[src/rtl/qsm_pkg.sv]
// ----------------------------------------------------------------------------
// qsm_pkg: shared types and constants for the quadrature speed meter
// Holds the sequencer states, register indexes and the fixed-point scale
// used by the RPM calculation.
// ----------------------------------------------------------------------------
`default_nettype none

package qsm_pkg;

  // Configuration register indexes
  localparam int CFG_IDX_W = 1;
  localparam logic [CFG_IDX_W-1:0] REG_UPDATE_PERIOD  = 1'd0;
  localparam logic [CFG_IDX_W-1:0] REG_PULSES_PER_REV = 1'd1;

  localparam int CFG_DATA_W = 16;

  // Reset values of the configuration registers
  localparam logic [CFG_DATA_W-1:0] PERIOD_RESET = 16'd50;
  localparam logic [CFG_DATA_W-1:0] PPR_RESET    = 16'd360;

  // 60000 ms per minute times 256 for Q.8
  localparam logic [31:0] MS_Q8_SCALE = 32'd15360000;

  // Widths of the speed datapath
  localparam int SPEED_W = 24;
  localparam int NUM_W   = 55;  // |delta| <= 2^31 times scale < 2^24
  localparam int DEN_W   = 48;  // 16-bit ppr times 32-bit elapsed
  localparam int STEP_W  = 5;   // counts quotient bits 23..0

  localparam logic [SPEED_W-1:0] SPEED_MAX = 24'h7FFFFF;
  localparam logic [SPEED_W-1:0] SPEED_MIN = 24'h800000;

  // Sequencer states
  typedef enum logic [2:0] {
    ST_IDLE,
    ST_MUL_NUM,
    ST_MUL_DEN,
    ST_CHECK,
    ST_DIV,
    ST_FINISH,
    ST_OUT
  } qsm_state_t;

endpackage : qsm_pkg

`default_nettype wire

[src/rtl/quadrature_speed_meter_unit.sv]
// ----------------------------------------------------------------------------
// quadrature_speed_meter_unit: X1 quadrature counter with windowed RPM
// Counts rising edges of line A (direction from line B) and, when a window
// closes, computes the speed in signed Q15.8 RPM with a shared multiplier
// and a shared compare/subtract unit doing restoring division.
// ----------------------------------------------------------------------------
//
//   channel  | direction | handshake          | payload
//   ---------+-----------+--------------------+-------------------------------
//   in_      | input     | in_valid/in_stall  | line_a, line_b, time_ms
//   out_     | output    | out_valid/out_stall| position, speed_rpm_q8,
//            |           |                    | speed_updated
//   cfg_     | input     | cfg_we             | cfg_index, cfg_wdata
//
// A sample that does not close a window goes from idle straight to the load
// step. A sample that closes a window passes through two multiplier passes,
// one overflow compare, 24 restoring division steps, sign/saturate and load;
// a compare that shows saturation skips the division. in_stall is high
// whenever the sequencer is not idle.
// A result waits in the output register while out_stall is high; the next
// sample can be taken meanwhile, and its load step waits for the register.
// rst_n is synchronous and active low; it clears counters and control state.
// ----------------------------------------------------------------------------
`default_nettype none

module quadrature_speed_meter_unit
  import qsm_pkg::*;
(
  input  wire logic                         clk,
  input  wire logic                         rst_n,
  // configuration
  input  wire logic                         cfg_we,
  input  wire logic [CFG_IDX_W-1:0]         cfg_index,
  input  wire logic [CFG_DATA_W-1:0]        cfg_wdata,
  // input samples
  input  wire logic                         in_valid,
  output logic                              in_stall,
  input  wire logic                         in_line_a,
  input  wire logic                         in_line_b,
  input  wire logic [31:0]                  in_time_ms,
  // results
  output logic                              out_valid,
  input  wire logic                         out_stall,
  output logic signed [31:0]                out_position,
  output logic signed [SPEED_W-1:0]         out_speed_rpm_q8,
  output logic                              out_speed_updated
);

  // Registers
  qsm_state_t              state_r, state_nxt;
  logic [CFG_DATA_W-1:0]   period_r, ppr_r;
  logic                    prev_a_r, prev_a_nxt;
  logic [31:0]             count_r, count_nxt;
  logic [31:0]             win_count_r, win_count_nxt;
  logic [31:0]             win_time_r, win_time_nxt;
  logic [SPEED_W-1:0]      held_r, held_nxt;
  logic                    upd_r, upd_nxt;
  logic                    neg_r, neg_nxt;
  logic                    sat_r, sat_nxt;
  logic [31:0]             mag_r, mag_nxt;
  logic [31:0]             elapsed_r, elapsed_nxt;
  logic [NUM_W-1:0]        num_r, num_nxt;
  logic [DEN_W-1:0]        den_r, den_nxt;
  logic [DEN_W-1:0]        rem_r, rem_nxt;
  logic [SPEED_W-1:0]      quot_r, quot_nxt;
  logic [STEP_W-1:0]       step_r, step_nxt;
  logic                    out_valid_r, out_valid_nxt;
  logic [31:0]             out_pos_r, out_pos_nxt;
  logic [SPEED_W-1:0]      out_speed_r, out_speed_nxt;
  logic                    out_upd_r, out_upd_nxt;

  // Combinational helpers
  logic                    in_xfer, out_xfer, out_free;
  logic [CFG_DATA_W-1:0]   period_eff, ppr_eff;
  logic [31:0]             count_inc, delta, elapsed_now;
  logic [31:0]             mul_a, mul_b;
  logic [63:0]             mul_p;
  logic [DEN_W:0]          sub_a;
  logic [DEN_W+1:0]        sub_diff;
  logic                    sub_borrow;
  logic [SPEED_W-1:0]      num_lo;
  logic                    sat_any;

  assign in_xfer  = in_valid && !in_stall;
  assign out_xfer = out_valid_r && !out_stall;
  assign out_free = !out_valid_r || !out_stall;

  assign period_eff = (period_r == '0) ? CFG_DATA_W'(1) : period_r;
  assign ppr_eff    = (ppr_r == '0) ? CFG_DATA_W'(1) : ppr_r;

  // Count a rising edge on A, direction from B
  always_comb begin
    count_inc = count_r;
    if (in_line_a && !prev_a_r) begin
      count_inc = in_line_b ? (count_r + 32'd1) : (count_r - 32'd1);
    end
  end

  assign elapsed_now = in_time_ms - win_time_r;
  assign delta       = count_inc - win_count_r;

  // Shared multiplier: scale times |delta|, then ppr times elapsed
  always_comb begin
    if (state_r == ST_MUL_DEN) begin
      mul_a = elapsed_r;
      mul_b = {16'd0, ppr_eff};
    end else begin
      mul_a = mag_r;
      mul_b = MS_Q8_SCALE;
    end
  end
  assign mul_p = {32'd0, mul_a} * {32'd0, mul_b};

  // Shared subtractor: overflow check, then one division step per cycle
  assign num_lo = num_r[SPEED_W-1:0];
  always_comb begin
    if (state_r == ST_CHECK) begin
      sub_a = (DEN_W+1)'(num_r[NUM_W-1:SPEED_W]);
    end else begin
      sub_a = {rem_r, num_lo[step_r]};
    end
  end
  assign sub_diff   = {1'b0, sub_a} - {2'b00, den_r};
  assign sub_borrow = sub_diff[DEN_W+1];
  assign sat_any    = sat_r || quot_r[SPEED_W-1];

  // State register
  always_ff @(posedge clk) begin
    if (!rst_n) begin
      state_r <= ST_IDLE;
    end else begin
      state_r <= state_nxt;
    end
  end

  // Next state and datapath
  always_comb begin
    state_nxt     = state_r;
    prev_a_nxt    = prev_a_r;
    count_nxt     = count_r;
    win_count_nxt = win_count_r;
    win_time_nxt  = win_time_r;
    held_nxt      = held_r;
    upd_nxt       = upd_r;
    neg_nxt       = neg_r;
    sat_nxt       = sat_r;
    mag_nxt       = mag_r;
    elapsed_nxt   = elapsed_r;
    num_nxt       = num_r;
    den_nxt       = den_r;
    rem_nxt       = rem_r;
    quot_nxt      = quot_r;
    step_nxt      = step_r;
    out_valid_nxt = out_xfer ? 1'b0 : out_valid_r;
    out_pos_nxt   = out_pos_r;
    out_speed_nxt = out_speed_r;
    out_upd_nxt   = out_upd_r;
    in_stall      = (state_r != ST_IDLE);

    unique case (state_r)
      ST_IDLE: begin
        if (in_xfer) begin
          prev_a_nxt = in_line_a;
          count_nxt  = count_inc;
          upd_nxt    = 1'b0;
          state_nxt  = ST_OUT;
          if (elapsed_now >= {16'd0, period_eff}) begin
            upd_nxt       = 1'b1;
            neg_nxt       = delta[31];
            mag_nxt       = delta[31] ? (32'd0 - delta) : delta;
            elapsed_nxt   = elapsed_now;
            win_count_nxt = count_inc;
            win_time_nxt  = in_time_ms;
            state_nxt     = ST_MUL_NUM;
          end
        end
      end
      ST_MUL_NUM: begin
        num_nxt   = mul_p[NUM_W-1:0];
        state_nxt = ST_MUL_DEN;
      end
      ST_MUL_DEN: begin
        den_nxt   = mul_p[DEN_W-1:0];
        state_nxt = ST_CHECK;
      end
      ST_CHECK: begin
        // quotient reaches 2^24 exactly when the upper numerator covers den
        sat_nxt   = !sub_borrow;
        quot_nxt  = '0;
        rem_nxt   = DEN_W'(num_r[NUM_W-1:SPEED_W]);
        step_nxt  = STEP_W'(SPEED_W - 1);
        state_nxt = sub_borrow ? ST_DIV : ST_FINISH;
      end
      ST_DIV: begin
        quot_nxt = {quot_r[SPEED_W-2:0], !sub_borrow};
        rem_nxt  = sub_borrow ? sub_a[DEN_W-1:0] : sub_diff[DEN_W-1:0];
        step_nxt = step_r - STEP_W'(1);
        if (step_r == '0) begin
          state_nxt = ST_FINISH;
        end
      end
      ST_FINISH: begin
        // apply sign, truncate toward zero, saturate
        if (sat_any) begin
          held_nxt = neg_r ? SPEED_MIN : SPEED_MAX;
        end else begin
          held_nxt = neg_r ? (SPEED_W'(0) - quot_r) : quot_r;
        end
        state_nxt = ST_OUT;
      end
      ST_OUT: begin
        if (out_free) begin
          out_valid_nxt = 1'b1;
          out_pos_nxt   = count_r;
          out_speed_nxt = held_r;
          out_upd_nxt   = upd_r;
          state_nxt     = ST_IDLE;
        end
      end
      default: begin
        state_nxt = ST_IDLE;
      end
    endcase
  end

  // Control and architectural state
  always_ff @(posedge clk) begin
    if (!rst_n) begin
      period_r    <= PERIOD_RESET;
      ppr_r       <= PPR_RESET;
      prev_a_r    <= 1'b1;
      count_r     <= '0;
      win_count_r <= '0;
      win_time_r  <= '0;
      held_r      <= '0;
      out_valid_r <= 1'b0;
      step_r      <= '0;
    end else begin
      if (cfg_we) begin
        unique case (cfg_index)
          REG_UPDATE_PERIOD:  period_r <= cfg_wdata;
          REG_PULSES_PER_REV: ppr_r    <= cfg_wdata;
          default: ;
        endcase
      end
      prev_a_r    <= prev_a_nxt;
      count_r     <= count_nxt;
      win_count_r <= win_count_nxt;
      win_time_r  <= win_time_nxt;
      held_r      <= held_nxt;
      out_valid_r <= out_valid_nxt;
      step_r      <= step_nxt;
    end
  end

  // Payload registers
  always_ff @(posedge clk) begin
    upd_r       <= upd_nxt;
    neg_r       <= neg_nxt;
    sat_r       <= sat_nxt;
    mag_r       <= mag_nxt;
    elapsed_r   <= elapsed_nxt;
    num_r       <= num_nxt;
    den_r       <= den_nxt;
    rem_r       <= rem_nxt;
    quot_r      <= quot_nxt;
    out_pos_r   <= out_pos_nxt;
    out_speed_r <= out_speed_nxt;
    out_upd_r   <= out_upd_nxt;
  end

  assign out_valid         = out_valid_r;
  assign out_position      = $signed(out_pos_r);
  assign out_speed_rpm_q8  = $signed(out_speed_r);
  assign out_speed_updated = out_upd_r;

  // Remainder stays below the divisor through every division step
  a_rem_below_den: assert property (@(posedge clk) disable iff (!rst_n)
    state_r == ST_DIV |-> rem_r < den_r)
    else $error("division remainder not below divisor");

  // Last division step hands over to the sign and saturation step
  a_div_ends: assert property (@(posedge clk) disable iff (!rst_n)
    (state_r == ST_DIV && step_r == '0) |=> state_r == ST_FINISH)
    else $error("division did not finish after the last step");

  // Position moves by at most one count per transfer
  a_count_step: assert property (@(posedge clk) disable iff (!rst_n)
    in_xfer |=> (count_r == $past(count_r)) ||
                (count_r == $past(count_r) + 32'd1) ||
                (count_r == $past(count_r) - 32'd1))
    else $error("position moved by more than one count");

  // Held speed changes only out of the finish step
  a_held_source: assert property (@(posedge clk) disable iff (!rst_n)
    !$stable(held_r) |-> $past(state_r) == ST_FINISH)
    else $error("held speed changed outside the finish step");

  // A loaded result that reports an update comes from a closed window
  a_upd_window: assert property (@(posedge clk) disable iff (!rst_n)
    (state_r == ST_OUT && out_free && upd_r) |-> win_count_r == count_r)
    else $error("update reported without a closed window");

endmodule : quadrature_speed_meter_unit

`default_nettype wire
[config.mk]
export PLATFORM = sky130hd
export DESIGN_NAME = quadrature_speed_meter_unit
export DESIGN_NICKNAME = d
export VERILOG_FILES = /design/src/rtl/qsm_pkg.sv /design/src/rtl/quadrature_speed_meter_unit.sv
export SDC_FILE = /design/constraint.sdc
export NUM_CORES = 2
export LEC_CHECK = 0
export BUFFER_PORTS_ARGS = -buffer_cell sky130_fd_sc_hd__buf_2
export CAP_MARGIN = 20
export CORE_ASPECT_RATIO = 0.9
export CORE_MARGIN = 1.5
export CORE_UTILIZATION = 40
export CTS_BUF_LIST = sky130_fd_sc_hd__clkbuf_4
export DETAILED_ROUTE_END_ITERATION = 10
export MAX_ROUTING_LAYER = met4
export PLACE_DENSITY = 0.52
export REMOVE_ABC_BUFFERS = 1
export SLEW_MARGIN = 20
export SYNTH_ARGS = -nofsm -noshare
export SYNTH_HDL_FRONTEND = slang
export SYNTH_SLANG_ARGS = --single-unit
[constraint.sdc]
create_clock -name clk -period 10.3 [get_ports clk]
set_input_delay 0.515 -clock clk [delete_from_list [all_inputs] [get_ports clk]]
set_output_delay 0.515 -clock clk [all_outputs]
set_load 0.01 [all_outputs]
==> metrics.md <==
| Metric | Value |
|---|---|
| CTS sink cnt | 461 |
| Status | complete, no violations |
| First-pass GRT wire length | 215000 um |
| Critical Path AT | 10200 ps |
| GRT overflow | 0 |
| Crit path kind | register to register |
| Synth cell types | 98 |
| Core Util, Final | 44.1% |
| Worst path max stage delay | 890 ps |
| Cells after synthesis | 5421 |
| Mean post-synth cell area | 9.12 um^2 |
| Vias/cell | 5.18 |
| Most frequent CP cell | fa_1 |
| Latest clock arrival within the worst-skew pair | 1140 ps |
| Die footprint | 0.126 mm^2 |
| Via count | 37700 |
| Core Box Area | 0.123 mm^2 |
| Fill count | 12200 |
| Area delta synth->final | 9.46% |
| Max-slew headroom | 27.2% |
| Post-synth EDFFs | 299 |
| Number of remaining DRC errors | 0 |
| Post-DRT Antenna Nets | 0 |
| Area after DPL | 0.0515 mm^2 |
| CTS Root Buffer Type | clkbuf_4 |
| Yosys warns | 0 |
| Post-synthesis async set-or-reset flop share | 0% |
| CTS clock-pin slew for the worst setup and hold paths | 60 ps |
| Initial core utilization | 40.3% |
| I/O pins | 115 |
| CTS Buffer Depth | 3 |
| Register area share after synthesis | 24.7% |
| Row cnt | 122 |
| Layout cells sized above 1 | 8.27% |
| CTS buffer count | 136 |
| Synth Flop Type | edfxtp_1 |
| CP required | 11110 ps |
| Worst Setup Start Kind | register |
| Max cap viols | 0 |
| TritonRoute pass-1 iters | 5 |
| Worst Hold Class | input port to register |
| Final Slew Violations | 0 |
| Worst Setup End Kind | register |
| Netlist Area Pre-Place | 0.0494 mm^2 |
| Hold Vio Cnt, Final | 0 |
| Synthesized flop and latch total | 461 |
| Slowest CP cell | dfxtp_1 |
| Crit path max fanout | 22 |
| Setup Viol. Count Final | 0 |
| Tightest Pin Transition | 1090 ps |
| Layout Nets | 6558 |
| Routed WL per cell | 18.4 um |
| Initial DRC count | 2327 |
| Die Y | 337 um |
| H-tree depth | 4 |
| DP HPWL | 101000 um |
| Tcrit/Tclk final | 91.2% |
| Total wire length | 134000 um |
| Pin count of the biggest net entering global routing | 117 |
| CTS tree | built |
| GRT Overall Usage | 22.2% |
| Initial antenna violation count | 7 |
| Min Tclk post-route | 9390 ps |
| Port bufs | 114 |
| Design Area, Final | 0.0541 mm^2 |
| Vias in the first global route | 38300 |
| Routability cong. | 0.879 |
| RSZ-0062 raised after global routing | no |
| Die X | 374 um |
| Skew final | 77.2 ps |
| Fmax | 107 MHz |
## timing repair
action / CTS / global route
hold buffers: 77 / 0
buffers inserted: 0 / 0
gates resized for setup: 0 / 0
hold endpoints to repair: 95 / 0
## cells in the final DEF (no fill, tap or decap), types with 33 or more instances in the layout
cell type,instances
a211oi_1,33
a21oi_1,361
clkbuf_4,201
buf_4,50
dfxtp_1,162
buf_2,114
ha_1,402
dlygate4sd3_1,77
a21o_1,130
nand2b_1,38
xnor2_1,125
fa_1,551
o21ai_0,213
edfxtp_1,299
nor2_1,192
and3_1,177
and2_1,275
nand3_1,122
inv_1,852
xor2_1,92
o21a_1,36
nor3_1,61
mux2i_1,40
nand2_1,576
## layer usage
metal,part of all wire [%],up-vias,global-route usage [%]
met2,44,831,34.1
li1,-,18300,-
met3,5.4,172,3.91
met5,0,-,-
met4,1.9,0,5.43
met1,49,18400,30.5
## path summary, 6_finish.rpt
check	cells past startpoint	startpoint	slack, ps	endpoint
min reg2reg	0	held_r[23]$_SDFFE_PN0N_	400	out_speed_rpm_q8[23]$_DFFE_PP_
max	25	state_r[1]$_SDFFE_PN0P_	910	num_r[54]$_DFFE_PP_
max reg2reg	25	state_r[1]$_SDFFE_PN0P_	910	num_r[54]$_DFFE_PP_
min	4	in_line_a	180	prev_a_r$_SDFFE_PN1P_
## final cells by class
cell class	instances	area, um^2	share of cell area [%]
Antenna cell	5	12.5	0.0231
Clock buffer	201	1510	2.79
Clock inverter	50	315	0.583
Inverter	858	3230	5.97
Multi-Input combinational cell	3851	33100	61.2
Sequential cell	461	12200	22.6
Tap cell	1612	2020	3.73
Timing Repair Buffer	241	1720	3.17
## critical path, delay by kind of cell (launching register included)
family                   cells  cell delay [ps]
adder cells (fa/ha/maj)      8             3870
AO/OA/AOI/OAI                8             2100
AND/OR/NAND/NOR              5             1930
flip-flops                   1              890
buffers and inverters        3              150
multiplexers                 1              150
## sequential cells by signal (all words and copies together) (netlist names), 3 cells and up
signal,flops
win_count_r,32
win_time_r,32
held_r,24
elapsed_r,32
out_position,32
ppr_r,16
num_r,55
period_r,16
mag_r,32
state_r,3
quot_r,24
den_r,48
out_speed_rpm_q8,24
step_r,5
rem_r,48
count_r,32
## synth_stat cells, types with 10 or more instances
library cell,instances,area [um^2]
clkbuf_1,216,811
mux2i_1,41,410
edfxtp_1,299,8980
nand2_1,579,2170
o221a_2,10,113
o21ai_0,213,1070
dfxtp_1,162,3240
and4_1,12,105
xnor2_1,125,1090
a21o_1,130,976
nor3_1,62,310
a211oi_1,33,248
o21bai_1,21,158
o21a_1,36,270
nor2b_1,30,188
nand2b_1,39,244
o31ai_1,13,97.6
inv_1,854,3210
or2_2,18,113
xor2_1,92,806
ha_1,402,5030
a31oi_1,24,150
fa_1,551,11000
o221ai_1,15,131
buf_2,25,125
and2_1,275,1720
nor2_1,196,736
nor4_1,17,106
or3_1,27,169
and3_1,178,1110
nand4_1,25,156
a21oi_1,362,1810
o211ai_1,19,143
nand3_1,122,611
## cell families (layout without fill, tap and decap cells)
family,after synthesis,in the layout,share of synthesized area (%)
xor gates and xnor gates,218,218,3.88
DFF,461,461,24.7
buffers and inverters,1110,1350,8.51
other,1,7,0.00759
AOI/OAI and AO/OA,1010,1010,12.9
muxes,54,54,1.29
and+or+nand+nor,1613,1613,16.2
adders and majority gates,954,954,32.5
## through the flow
step	hold WS [ps]	setup TNS, ps	cells	setup slack (ps)
after global placement	408	0	6946	1060
after detailed placement	415	0	6946	932
after floorplan	400	-6280	5170	-641
final	178	0	7279	911
after global routing	140	0	7279	352
after CTS	48.5	0	7274	909
Power is left out: the tool's default activity adds up to more than one toggle a clock period on the data nets, which glitch-free logic cannot reach.
